===== config.mk =====
export PLATFORM = sky130hd
export DESIGN_NAME = sha256_stream_hasher_top
export DESIGN_NICKNAME = d
export VERILOG_FILES = /design/src/hw/rtl/shash_pkg.sv /design/src/hw/rtl/sha256_stream_hasher_top.sv /design/src/hw/rtl/shash_ctrl.sv /design/src/hw/rtl/shash_datapath.sv
export SDC_FILE = /design/constraint.sdc
export NUM_CORES = 2
export LEC_CHECK = 0
export BUFFER_PORTS_ARGS = -buffer_cell sky130_fd_sc_hd__clkbuf_2
export CORE_UTILIZATION = 49
export CTS_CLUSTER_SIZE = 12
export DETAILED_ROUTE_END_ITERATION = 16
export PLACE_DENSITY = 0.62
export SYNTH_ARGS = -nofsm -noshare
export SYNTH_HDL_FRONTEND = slang
export SYNTH_SLANG_ARGS = --single-unit

===== constraint.sdc =====
create_clock -name clk -period 52.2 [get_ports clk]
set_clock_uncertainty 0.2 [all_clocks]
set_input_delay 7.83 -clock clk [delete_from_list [all_inputs] [get_ports clk]]
set_output_delay 7.83 -clock clk [all_outputs]
set_load 0.02 [all_outputs]

===== src/hw/rtl/shash_pkg.sv =====
// Shared types, constants and round table for the SHA-256 stream hasher.
// Depends on nothing; imported by the controller, datapath and top level.
`timescale 1ns / 1ps

package shash_pkg;

  localparam int BYTE_W  = 8;
  localparam int WORD_W  = 32;
  localparam int COUNT_W = 61;
  localparam int POS_W   = 6;
  localparam int ROUND_W = 6;
  localparam int WIDX_W  = 3;

  localparam logic [POS_W-1:0]   POS_LAST   = 6'd63;
  localparam logic [POS_W-1:0]   POS_LEN    = 6'd56;
  localparam logic [ROUND_W-1:0] ROUND_LAST = 6'd63;
  localparam logic [WIDX_W-1:0]  WIDX_LAST  = 3'd7;
  localparam logic [BYTE_W-1:0]  PAD_BYTE   = 8'h80;

  localparam logic [WORD_W-1:0] H_INIT [8] = '{
    32'h6a09e667, 32'hbb67ae85, 32'h3c6ef372, 32'ha54ff53a,
    32'h510e527f, 32'h9b05688c, 32'h1f83d9ab, 32'h5be0cd19
  };

  localparam logic [WORD_W-1:0] K_TABLE [64] = '{
    32'h428a2f98, 32'h71374491, 32'hb5c0fbcf, 32'he9b5dba5,
    32'h3956c25b, 32'h59f111f1, 32'h923f82a4, 32'hab1c5ed5,
    32'hd807aa98, 32'h12835b01, 32'h243185be, 32'h550c7dc3,
    32'h72be5d74, 32'h80deb1fe, 32'h9bdc06a7, 32'hc19bf174,
    32'he49b69c1, 32'hefbe4786, 32'h0fc19dc6, 32'h240ca1cc,
    32'h2de92c6f, 32'h4a7484aa, 32'h5cb0a9dc, 32'h76f988da,
    32'h983e5152, 32'ha831c66d, 32'hb00327c8, 32'hbf597fc7,
    32'hc6e00bf3, 32'hd5a79147, 32'h06ca6351, 32'h14292967,
    32'h27b70a85, 32'h2e1b2138, 32'h4d2c6dfc, 32'h53380d13,
    32'h650a7354, 32'h766a0abb, 32'h81c2c92e, 32'h92722c85,
    32'ha2bfe8a1, 32'ha81a664b, 32'hc24b8b70, 32'hc76c51a3,
    32'hd192e819, 32'hd6990624, 32'hf40e3585, 32'h106aa070,
    32'h19a4c116, 32'h1e376c08, 32'h2748774c, 32'h34b0bcb5,
    32'h391c0cb3, 32'h4ed8aa4a, 32'h5b9cca4f, 32'h682e6ff3,
    32'h748f82ee, 32'h78a5636f, 32'h84c87814, 32'h8cc70208,
    32'h90befffa, 32'ha4506ceb, 32'hbef9a3f7, 32'hc67178f2
  };

  typedef enum logic [3:0] {
    ST_IDLE,
    ST_PAD_80,
    ST_PAD_ZERO,
    ST_PAD_LEN,
    ST_COMP_INIT,
    ST_COMP_ROUND,
    ST_COMP_FIN,
    ST_OUT
  } state_t;

  typedef enum logic [1:0] {
    SEL_MSG,
    SEL_PAD,
    SEL_ZERO,
    SEL_LEN
  } byte_sel_t;

  typedef struct packed {
    logic                wr_byte;
    byte_sel_t           byte_sel;
    logic                count_msg;
    logic                init_v;
    logic                do_round;
    logic [ROUND_W-1:0]  round_idx;
    logic                finalize;
    logic                clear;
    logic [WIDX_W-1:0]   word_idx;
  } cmd_t;

  typedef struct packed {
    logic [POS_W-1:0] pos;
  } status_t;

endpackage


===== src/hw/rtl/sha256_stream_hasher_top.sv =====
// Top level of the SHA-256 stream hasher: byte stream in, digest words out.
// Depends on shash_pkg, shash_ctrl and shash_datapath.
`timescale 1ns / 1ps

// Usage:
//   Slave stream: one message byte per word in s_axis_tdata, s_axis_tuser
//   high when the byte belongs to the message, s_axis_tlast high on the final
//   word. A final word with tuser low ends the message without a byte, so an
//   empty message is a single such word.
//   Master stream: eight words carry the digest, word 0 first; tdata holds
//   the 32-bit digest word, tuser its index, tlast marks the eighth word.
//   Flow: a byte that completes a 64-byte block runs a compression (load, 64
//   rounds, hash update) on the single shared round unit; no byte is taken
//   meanwhile. The final word adds pad, zero and length bytes to the end of
//   the block, an idle step where the zero fill meets the length field, and
//   a compression per padding block (one or two); then the digest words
//   follow, one per cycle the receiver is ready.
//   s_axis_tready is high only while the block waits for a byte.
//   A stalled receiver holds the digest word steady; no new byte is taken
//   until the eighth digest word is accepted, after which the hash state
//   returns to its initial values for the next message.
//   Reset (rst, synchronous) loads the initial hash values and clears the
//   byte count, dropping any partial message.

module sha256_stream_hasher_top
  import shash_pkg::*;
(
  input  logic        clk,
  input  logic        rst,
  input  logic        s_axis_tvalid,
  output logic        s_axis_tready,
  input  logic [7:0]  s_axis_tdata,   // [7:0] data_byte
  input  logic        s_axis_tuser,   // [0] has_byte
  input  logic        s_axis_tlast,
  output logic        m_axis_tvalid,
  input  logic        m_axis_tready,
  output logic [31:0] m_axis_tdata,   // [31:0] digest_word
  output logic [2:0]  m_axis_tuser,   // [2:0] word_index
  output logic        m_axis_tlast
);

  cmd_t    cmd;
  status_t status;

  shash_ctrl u_ctrl (
    .clk       (clk),
    .rst       (rst),
    .in_valid  (s_axis_tvalid),
    .in_has    (s_axis_tuser),
    .in_last   (s_axis_tlast),
    .in_ready  (s_axis_tready),
    .out_valid (m_axis_tvalid),
    .out_ready (m_axis_tready),
    .status    (status),
    .cmd       (cmd)
  );

  shash_datapath u_datapath (
    .clk         (clk),
    .rst         (rst),
    .in_byte     (s_axis_tdata),
    .cmd         (cmd),
    .status      (status),
    .digest_word (m_axis_tdata)
  );

  assign m_axis_tuser = cmd.word_idx;
  assign m_axis_tlast = (cmd.word_idx == WIDX_LAST);

endmodule


===== src/hw/rtl/shash_ctrl.sv =====
// Controller for the SHA-256 stream hasher: sequences byte intake, padding,
// compression rounds and digest output. Depends on shash_pkg.
`timescale 1ns / 1ps

module shash_ctrl
  import shash_pkg::*;
(
  input  logic    clk,
  input  logic    rst,
  input  logic    in_valid,
  input  logic    in_has,
  input  logic    in_last,
  output logic    in_ready,
  output logic    out_valid,
  input  logic    out_ready,
  input  status_t status,
  output cmd_t    cmd
);

  state_t              state, state_next;
  state_t              ret, ret_next;
  logic [ROUND_W-1:0]  round, round_next;
  logic [WIDX_W-1:0]   widx, widx_next;

  always_ff @(posedge clk) begin
    if (rst) begin
      state <= ST_IDLE;
      ret   <= ST_IDLE;
      round <= '0;
      widx  <= '0;
    end else begin
      state <= state_next;
      ret   <= ret_next;
      round <= round_next;
      widx  <= widx_next;
    end
  end

  always_comb begin
    state_next    = state;
    ret_next      = ret;
    round_next    = round;
    widx_next     = widx;
    in_ready      = 1'b0;
    out_valid     = 1'b0;
    cmd           = '0;
    cmd.byte_sel  = SEL_MSG;
    cmd.round_idx = round;
    cmd.word_idx  = widx;
    unique case (state)
      ST_IDLE: begin
        in_ready = 1'b1;
        if (in_valid) begin
          cmd.wr_byte   = in_has;
          cmd.count_msg = in_has;
          if (in_has && status.pos == POS_LAST) begin
            state_next = ST_COMP_INIT;
            ret_next   = in_last ? ST_PAD_80 : ST_IDLE;
          end else if (in_last) begin
            state_next = ST_PAD_80;
          end
        end
      end
      ST_PAD_80: begin
        cmd.wr_byte  = 1'b1;
        cmd.byte_sel = SEL_PAD;
        if (status.pos == POS_LAST) begin
          state_next = ST_COMP_INIT;
          ret_next   = ST_PAD_ZERO;
        end else begin
          state_next = ST_PAD_ZERO;
        end
      end
      ST_PAD_ZERO: begin
        if (status.pos == POS_LEN) begin
          state_next = ST_PAD_LEN;
        end else begin
          cmd.wr_byte  = 1'b1;
          cmd.byte_sel = SEL_ZERO;
          if (status.pos == POS_LAST) begin
            state_next = ST_COMP_INIT;
            ret_next   = ST_PAD_ZERO;
          end
        end
      end
      ST_PAD_LEN: begin
        cmd.wr_byte  = 1'b1;
        cmd.byte_sel = SEL_LEN;
        if (status.pos == POS_LAST) begin
          state_next = ST_COMP_INIT;
          ret_next   = ST_OUT;
        end
      end
      ST_COMP_INIT: begin
        cmd.init_v = 1'b1;
        round_next = '0;
        state_next = ST_COMP_ROUND;
      end
      ST_COMP_ROUND: begin
        cmd.do_round = 1'b1;
        round_next   = round + 1'b1;
        if (round == ROUND_LAST) begin
          state_next = ST_COMP_FIN;
        end
      end
      ST_COMP_FIN: begin
        cmd.finalize = 1'b1;
        widx_next    = '0;
        state_next   = ret;
      end
      ST_OUT: begin
        out_valid = 1'b1;
        if (out_ready) begin
          widx_next = widx + 1'b1;
          if (widx == WIDX_LAST) begin
            cmd.clear  = 1'b1;
            state_next = ST_IDLE;
          end
        end
      end
      default: begin
        state_next = ST_IDLE;
      end
    endcase
  end

endmodule


===== src/hw/rtl/shash_datapath.sv =====
// Datapath for the SHA-256 stream hasher: message schedule shift line,
// working variables, hash words, block position and byte count. Depends on shash_pkg.
`timescale 1ns / 1ps

module shash_datapath
  import shash_pkg::*;
(
  input  logic              clk,
  input  logic              rst,
  input  logic [BYTE_W-1:0] in_byte,
  input  cmd_t              cmd,
  output status_t           status,
  output logic [WORD_W-1:0] digest_word
);

  logic [WORD_W-1:0]  hash [8];
  logic [WORD_W-1:0]  v [8];
  logic [WORD_W-1:0]  w [16];
  logic [23:0]        acc;
  logic [POS_W-1:0]   pos;
  logic [COUNT_W-1:0] count;

  logic [63:0]        bit_len;
  logic [BYTE_W-1:0]  len_byte;
  logic [BYTE_W-1:0]  wr_val;
  logic [WORD_W-1:0]  new_word;
  logic [WORD_W-1:0]  sg0, sg1, w_next;
  logic [WORD_W-1:0]  big0, big1, choose, major, t1, t2;

  assign bit_len  = {count, 3'b000};
  assign len_byte = bit_len[{~pos[2:0], 3'b000} +: 8];

  always_comb begin
    unique case (cmd.byte_sel)
      SEL_MSG:  wr_val = in_byte;
      SEL_PAD:  wr_val = PAD_BYTE;
      SEL_ZERO: wr_val = '0;
      SEL_LEN:  wr_val = len_byte;
      default:  wr_val = '0;
    endcase
  end

  assign new_word = {acc, wr_val};

  assign sg0 = {w[1][6:0], w[1][31:7]} ^ {w[1][17:0], w[1][31:18]} ^ (w[1] >> 3);
  assign sg1 = {w[14][16:0], w[14][31:17]} ^ {w[14][18:0], w[14][31:19]}
             ^ (w[14] >> 10);
  assign w_next = w[0] + sg0 + w[9] + sg1;

  assign big1   = {v[4][5:0], v[4][31:6]} ^ {v[4][10:0], v[4][31:11]}
                ^ {v[4][24:0], v[4][31:25]};
  assign choose = (v[4] & v[5]) ^ (~v[4] & v[6]);
  assign t1     = v[7] + big1 + choose + K_TABLE[cmd.round_idx] + w[0];
  assign big0   = {v[0][1:0], v[0][31:2]} ^ {v[0][12:0], v[0][31:13]}
                ^ {v[0][21:0], v[0][31:22]};
  assign major  = (v[0] & v[1]) ^ (v[0] & v[2]) ^ (v[1] & v[2]);
  assign t2     = big0 + major;

  always_ff @(posedge clk) begin
    if (rst || cmd.clear) begin
      pos   <= '0;
      count <= '0;
      for (int i = 0; i < 8; i++) begin
        hash[i] <= H_INIT[i];
      end
    end else begin
      if (cmd.wr_byte) begin
        pos <= pos + 1'b1;
      end
      if (cmd.count_msg) begin
        count <= count + 1'b1;
      end
      if (cmd.finalize) begin
        for (int i = 0; i < 8; i++) begin
          hash[i] <= hash[i] + v[i];
        end
      end
    end
  end

  always_ff @(posedge clk) begin
    if (cmd.wr_byte) begin
      acc <= new_word[23:0];
      if (pos[1:0] == 2'b11) begin
        for (int i = 0; i < 15; i++) begin
          w[i] <= w[i+1];
        end
        w[15] <= new_word;
      end
    end else if (cmd.do_round) begin
      for (int i = 0; i < 15; i++) begin
        w[i] <= w[i+1];
      end
      w[15] <= w_next;
    end
    if (cmd.init_v) begin
      for (int i = 0; i < 8; i++) begin
        v[i] <= hash[i];
      end
    end else if (cmd.do_round) begin
      v[7] <= v[6];
      v[6] <= v[5];
      v[5] <= v[4];
      v[4] <= v[3] + t1;
      v[3] <= v[2];
      v[2] <= v[1];
      v[1] <= v[0];
      v[0] <= t1 + t2;
    end
  end

  assign status.pos  = pos;
  assign digest_word = hash[cmd.word_idx];

endmodule

# Word level (Yosys, flattened, before mapping)
# Memories as Yosys holds them, arrays and structs flattened. A register that Yosys moved wholly into a read port is not among the register bits.
# Cells that the tools add are included.
# classes
n_addsub,22
magnitude_cmp,1
n_eq_ne,23
n_shift,1
muxes,85
n_bitwise,51
n_reduce_logical,11
# op_table
cell,count
32-bit two-way mux,34
32-bit adder,18
32-bit bitwise XOR,9
32-bit bitwise AND,5
64-bit by 7-bit variable part select with 8-bit output,1
61-bit by 1-bit adder with 61-bit output (second input constant),1
4-bit two-way mux,13
32-bit inverter,1
1-bit bitwise OR,32
4-bit one-hot mux with 8 select lines,1
8-bit one-hot mux with 4 select lines,1
32-bit by 22-bit bitwise XOR with 32-bit output,1
32-bit by 29-bit bitwise XOR with 32-bit output,1
1-bit two-way mux,26
6-bit equality test (second input constant),3
4-bit by 3-bit equality test with 1-bit output (second input constant),4
4-bit one-hot mux with 4 select lines,1
3-bit two-way mux,5
6-bit by 1-bit adder with 6-bit output (second input constant),2
6-bit one-hot mux with 2 select lines,1
5-bit AND reduction,2
4-bit by 2-bit equality test with 1-bit output (second input constant),2
2-bit != test (second input constant),4
7-bit >= comparator (second input constant),1
other kinds (20),25
# word_totals
register_bits,108
mem_bits_rw,1024
mem_bits_ro,2048
inputBits,14
wordCells,205
mem_count,4
# mem_list
name,depth,word_bits,read_ports,rd_clocked_by_memory_dff,wr,line,text
(name not given),64,32,1,0,0,shash_datapath.sv:53,assign t1 = v[7] + big1 + choose + K_TABLE[cmd.round_idx] + w[0];
u_datapath.w,16,32,16,0,16,shash_datapath.sv:18,logic [WORD_W-1:0] w [16];
u_datapath.hash,8,32,9,1,8,shash_datapath.sv:16,logic [WORD_W-1:0] hash [8];
u_datapath.v,8,32,8,0,8,shash_datapath.sv:17,logic [WORD_W-1:0] v [8];

# Longest topological paths before layout
# An unclocked memory read counts as a cell.
# logic_depth
ltp_word,9
ltp_mapped,44
depth_no_buf,42

# By module
# From an unflattened synthesis, not the netlist that was laid out.
# unflattened
cells_unflattened,6455
area_unflattened_um2,70101.0
# modules_own_cells
mod,instances,cells_each,area_each_um2
shash_datapath,1,6320,68999.9
shash_ctrl,1,134,1094.8
sha256_stream_hasher_top,1,1,6.3

# Least setup slack after synthesis
# No wires, ideal clock.
# synth_path
kind,reg-to-reg
from,register u_ctrl.state[2]
to,memory u_datapath.w[0][0] (enable)
setup_time_ps,901
t_arrival_ps,24535
path_slack_ps,26565
stages_incl_launch_ff,10
path_buffers,5
path_cell_list,dfxtp_1 -> buf_2 -> nand2b_1 -> clkbuf_1 -> nor2_1 -> nand2_1 -> clkbuf_1 -> clkbuf_1 -> clkbuf_1 -> nand2_1
# synth_lines
element,line,text
"start, declared",shash_ctrl.sv:20,"state_t state, state_next;"
"start signal, assigned",shash_ctrl.sv:32,state <= state_next;
"end, declared",shash_datapath.sv:18,

==> out/qor_table.md <==
| Step | Item | This run |
|---|---|---|
| place | Cell Area, Placed | 0.07182 mm^2 |
| global routing | Number of antenna violations at the first check in global routing | 4 |
| die | Die Y-Extent | 379.2 um |
| die | Area of the die | 0.1438 mm^2 |
| final layout | Syn-to-layout area delta | 8.924% |
| final layout | Post-Layout Cell Count | 8401 |
| die | Top-Level Pins | 52 |
| routing | Drt via density | 5.891 |
| setup path | Classification of the worst setup path | in -> reg |
| setup path | Worst Setup End Kind | register |
| setup path | CP startpoint | s_axis_tvalid |
| global routing | Met2 GRT Util | 0.4032 |
| synthesis | Per-instance average area after synthesis | 10.79 um^2 |
| final layout | Fillers | 12320 |
| global routing | Remaining Overflow, GRT | 0 |
| power | Maximum resistive drop on vdd | 0.00002391 V |
| synthesis | Cell area after synthesis | 0.06970 mm^2 |
| synthesis | Dominant synthesized flop cell | sky130_fd_sc_hd__edfxtp_1 |
| global routing | Layer carrying the most global-route usage | met1 |
| place | Port bufs | 51 |
| final layout | Utilization of the core after routing | 0.5369 |
| clock network | CTS Root Buffer Type | sky130_fd_sc_hd__clkbuf_16 |
| final layout | Final-stage net count | 7036 |
| final layout | Highest-count cells in the layout ignoring fill and taps | 1048 x sky130_fd_sc_hd__edfxtp_1, 1013 x sky130_fd_sc_hd__nand2_1, 403 x sky130_fd_sc_hd__nor2_1, 399 x sky130_fd_sc_hd__ha_1, 376 x sky130_fd_sc_hd__a21oi_1 |
| global routing | Global-route wire length before repair | 299.5 mm |
| setup path | Data arrival, critical path | 12.98 ns |
| synthesis | Post-synthesis async set-or-reset flop share | 0 |
| synthesis | Syn Nets | 7066 |
| clock network | Worst-skew pair later-pin latency | 0.79 ns |
| routing | Overall routed net length | 202.4 mm |
| routing | Per-cell routed wire length | 24.09 um |
| setup path | Slowest cell on the critical path | sky130_fd_sc_hd__buf_4 |
| timing | Clock period minus worst slack | 12.78 ns |
| setup path | Crit path largest cell delay | 0.96 ns |
| synthesis | Area contributors post-synth | sky130_fd_sc_hd__edfxtp_1 45%, sky130_fd_sc_hd__ha_1 7.2%, sky130_fd_sc_hd__fa_1 5.6%, sky130_fd_sc_hd__nand2_1 5.5%, sky130_fd_sc_hd__xnor2_1 4.5% |
| place | Worst setup slack before clock tree synthesis | 38.54 ns |
| synthesis | Synth unique cells | 97 |
| timing | Setup ws final | 39.42 ns |
| setup path | Kind of launch point of the worst setup path | primary input |
| timing | Minimum hold slack | 0.2042 ns |
| setup path | Highest net fanout along the worst path | 94 |
| min path | Class of the most critical hold timing path | reg -> reg |
| timing | Actual slew at the worst max-slew pin | 1.226 ns |
| routing | Post-detailed-route count of antenna-violating nets | 0 |
| routing | Detailed Route Iter0 Violations | 5290 |
| timing | RSZ-0062 raised after global routing | false |
| place | GPL Wtd Cong | 0.9519 |
| global routing | Largest net degree at the start of global routing | 159 |
| setup path | Worst path most repeated cell | sky130_fd_sc_hd__buf_4 |
| setup path | CP top delay family | buffers and inverters |
| setup path | Buffering stage count on the worst path with inverters included | 5 |
| clock network | Clock buffers created by TritonCTS | 130 |
| synthesis | Post-synthesis cell count | 6458 |
| clock network | Clock tree from TritonCTS | yes |
| setup path | CP cell instances | clkbuf_2 -> and3_1 -> nand2b_1 -> buf_4 -> nand2_1 -> nand2_4 -> buf_4 -> buf_4 -> buf_4 |
| global routing | Number of global-route vias before repair | 46170 |
| clock network | H-tree lvl count | 4 |
| final layout | Leading cell type in the layout, fill and taps excluded | sky130_fd_sc_hd__edfxtp_1 |
| place | Dpl cells | 8186 |
| timing | Achievable clock frequency | 0.07822 GHz |
| synthesis | Number of warnings issued by yosys | 0 |
| synthesis | Synthesis-stage register bit count | 1134 |
| clock network | TritonCTS sink count | 1134 |
| synthesis | Yosys top cell area share | 0.4515 |
| global routing | Met1 capacity usage during global routing | 0.4357 |
| timing | Final Hold Fails | 0 |
| final layout | Share of layout cells above drive strength 1 | 0.07143 |
| synthesis | Sequential cell area fraction in the yosys report | 0.4762 |
| timing | Setup TNS after final layout | 0 ns |
| die | Die W | 379.2 um |
| place | Detailed Place HPWL | 149.0 mm |
| power | Total power divided by cell area | 25.96 mW/mm^2 |
| clock network | Deepest clock path buffer count | 3 |
| setup path | Worst EP required | 52.40 ns |
| flow run | Max Cap Violations | 0 |
| clock network | Clk slew on worst S/H paths | 0.07 ns |
| power | Leakage power figure | 28.95 nW |
| timing | Final period util | 0.2449 |
| routing | Vias post-DR | 49490 |
| global routing | M3 GR Usage | 0.05469 |
| die | Standard-cell row count | 138 |
| synthesis | Dominant cell type by area after synthesis | sky130_fd_sc_hd__edfxtp_1 |
| power | Total chip power | 1.971 mW |
| timing | Slew Limit Fails | 0 |
| timing | Remaining max-slew budget at the tightest pin | 0.1614 |
| final layout | Final cell area excluding filler cells | 0.07592 mm^2 |
| die | Starting density of the core | 0.4929 |
| synthesis | Number of flops mapped to enable cells by yosys | 1048 |
| routing | Drt drc | 0 |
| timing | Count of endpoints failing setup in the final report | 0 |
| clock network | Count of hold buffers inserted by post-cts repair | 0 |
| clock network | # resized after CTS | 0 |
| clock network | Post-CTS Setup Inserts | 0 |
| routing | Pre-Repair DR Iteration Count | 6 |
| die | Total core area | 0.1414 mm^2 |
| setup path | Crit Reg-Reg Startpoint | u_ctrl.round[0]$_SDFFE_PP0P_ |
| global routing | Overall routing resource usage | 0.2818 |
| outcome | Status | finished clean |
| min path | Startpoint of the lowest-slack hold path | u_datapath.w[10][19]$_DFFE_PP_ |
-- synth_stat cells, types with 9 or more instances --
| cell | n |
|---|---|
| sky130_fd_sc_hd__or3_1 | 40 |
| sky130_fd_sc_hd__nor2_1 | 405 |
| sky130_fd_sc_hd__nor2b_1 | 44 |
| sky130_fd_sc_hd__or2_2 | 10 |
| sky130_fd_sc_hd__nand4_1 | 33 |
| sky130_fd_sc_hd__o21a_1 | 59 |
| sky130_fd_sc_hd__a311oi_1 | 12 |
| sky130_fd_sc_hd__a221oi_1 | 9 |
| sky130_fd_sc_hd__mux2i_1 | 41 |
| sky130_fd_sc_hd__nand3_1 | 107 |
| sky130_fd_sc_hd__inv_1 | 370 |
| sky130_fd_sc_hd__a21oi_1 | 376 |
| sky130_fd_sc_hd__o21ai_1 | 40 |
| sky130_fd_sc_hd__nand2_1 | 1017 |
| sky130_fd_sc_hd__clkbuf_1 | 235 |
| sky130_fd_sc_hd__mux2_2 | 41 |
| sky130_fd_sc_hd__ha_1 | 399 |
| sky130_fd_sc_hd__xnor2_1 | 361 |
| sky130_fd_sc_hd__nor3b_1 | 10 |
| sky130_fd_sc_hd__a211o_1 | 9 |
| sky130_fd_sc_hd__a211oi_1 | 44 |
| sky130_fd_sc_hd__a22oi_1 | 10 |
| sky130_fd_sc_hd__nand2b_1 | 80 |
| sky130_fd_sc_hd__fa_1 | 195 |
| sky130_fd_sc_hd__dfxtp_1 | 86 |
| sky130_fd_sc_hd__xor2_1 | 248 |
| sky130_fd_sc_hd__o21bai_1 | 36 |
| sky130_fd_sc_hd__o211ai_1 | 31 |
| sky130_fd_sc_hd__and3_1 | 46 |
| sky130_fd_sc_hd__and2_1 | 21 |
| sky130_fd_sc_hd__mux4_2 | 88 |
| sky130_fd_sc_hd__a31oi_1 | 42 |
| sky130_fd_sc_hd__o31ai_1 | 23 |
| sky130_fd_sc_hd__o21ai_0 | 356 |
| sky130_fd_sc_hd__a21o_1 | 194 |
| sky130_fd_sc_hd__nor3_1 | 81 |
| sky130_fd_sc_hd__buf_1 | 29 |
| sky130_fd_sc_hd__edfxtp_1 | 1048 |
-- final cells by class --
type,instances,area (um^2),area share
Multi-Input combinational cell,4680,34140,0.4497
Antenna cell,1,2.502,0.00003296
Clock inverter,52,635.6,0.008372
Timing Repair Buffer,110,710.7,0.009361
Clock buffer,162,3457,0.04554
Sequential cell,1134,33210,0.4375
Inverter,372,1396,0.01839
Tap cell,1890,2365,0.03115
-- final timing paths --
| path | end | slack (ns) | cells after the start |
|---|---|---|---|
| max | u_datapath.w[3][30]$_DFFE_PP_ | 39.42 | 9 |
| max reg2reg | u_datapath.v[0][159]$_DFFE_PP_ | 41.19 | 36 |
| min | u_datapath.w[9][19]$_DFFE_PP_ | 0.20 | 0 |
| min reg2reg | u_datapath.w[9][19]$_DFFE_PP_ | 0.20 | 0 |
-- flip-flops by register name (all words and copies together) (netlist names), named ones only --
name / cells
u_datapath.count: 61
u_datapath.hash: 256
u_datapath.v: 256
u_datapath.w: 512
u_ctrl.state: 4
u_ctrl.round: 6
u_datapath.status: 6
u_ctrl.ret: 3
u_ctrl.widx: 3
u_datapath.acc: 24
-- where the power goes --
part           switching [mW]  internal, mW  total, mW
Sequential            0.00815         0.992       1.00
Combinational          0.0443        0.0280     0.0723
Clock                   0.386         0.513      0.899
-- cell families (layout without fill, tap and decap cells) --
logic type	count (synthesis)	after routing	share of synthesized area
xor+xnor	610	610	0.07687
mux	170	170	0.04095
buf+inv	644	696	0.03497
other cells	1	2	0.00005380
fa+ha+maj	598	598	0.1282
flops	1134	1134	0.4762
simple gates	1938	1938	0.1208
compound gates	1363	1363	0.1219
-- per-layer routing --
layer | vias up | share of wire | wire (um)
met2 | 1981 | 0.42 | 85700
met3 | 249 | 0.087 | 17640
met1 | 24330 | 0.47 | 94630
li1 | 22940 | - | -
met5 | - | 0 | 0
met4 | 0 | 0.022 | 4442
Note: power is estimated with default switching activity, not from simulation.
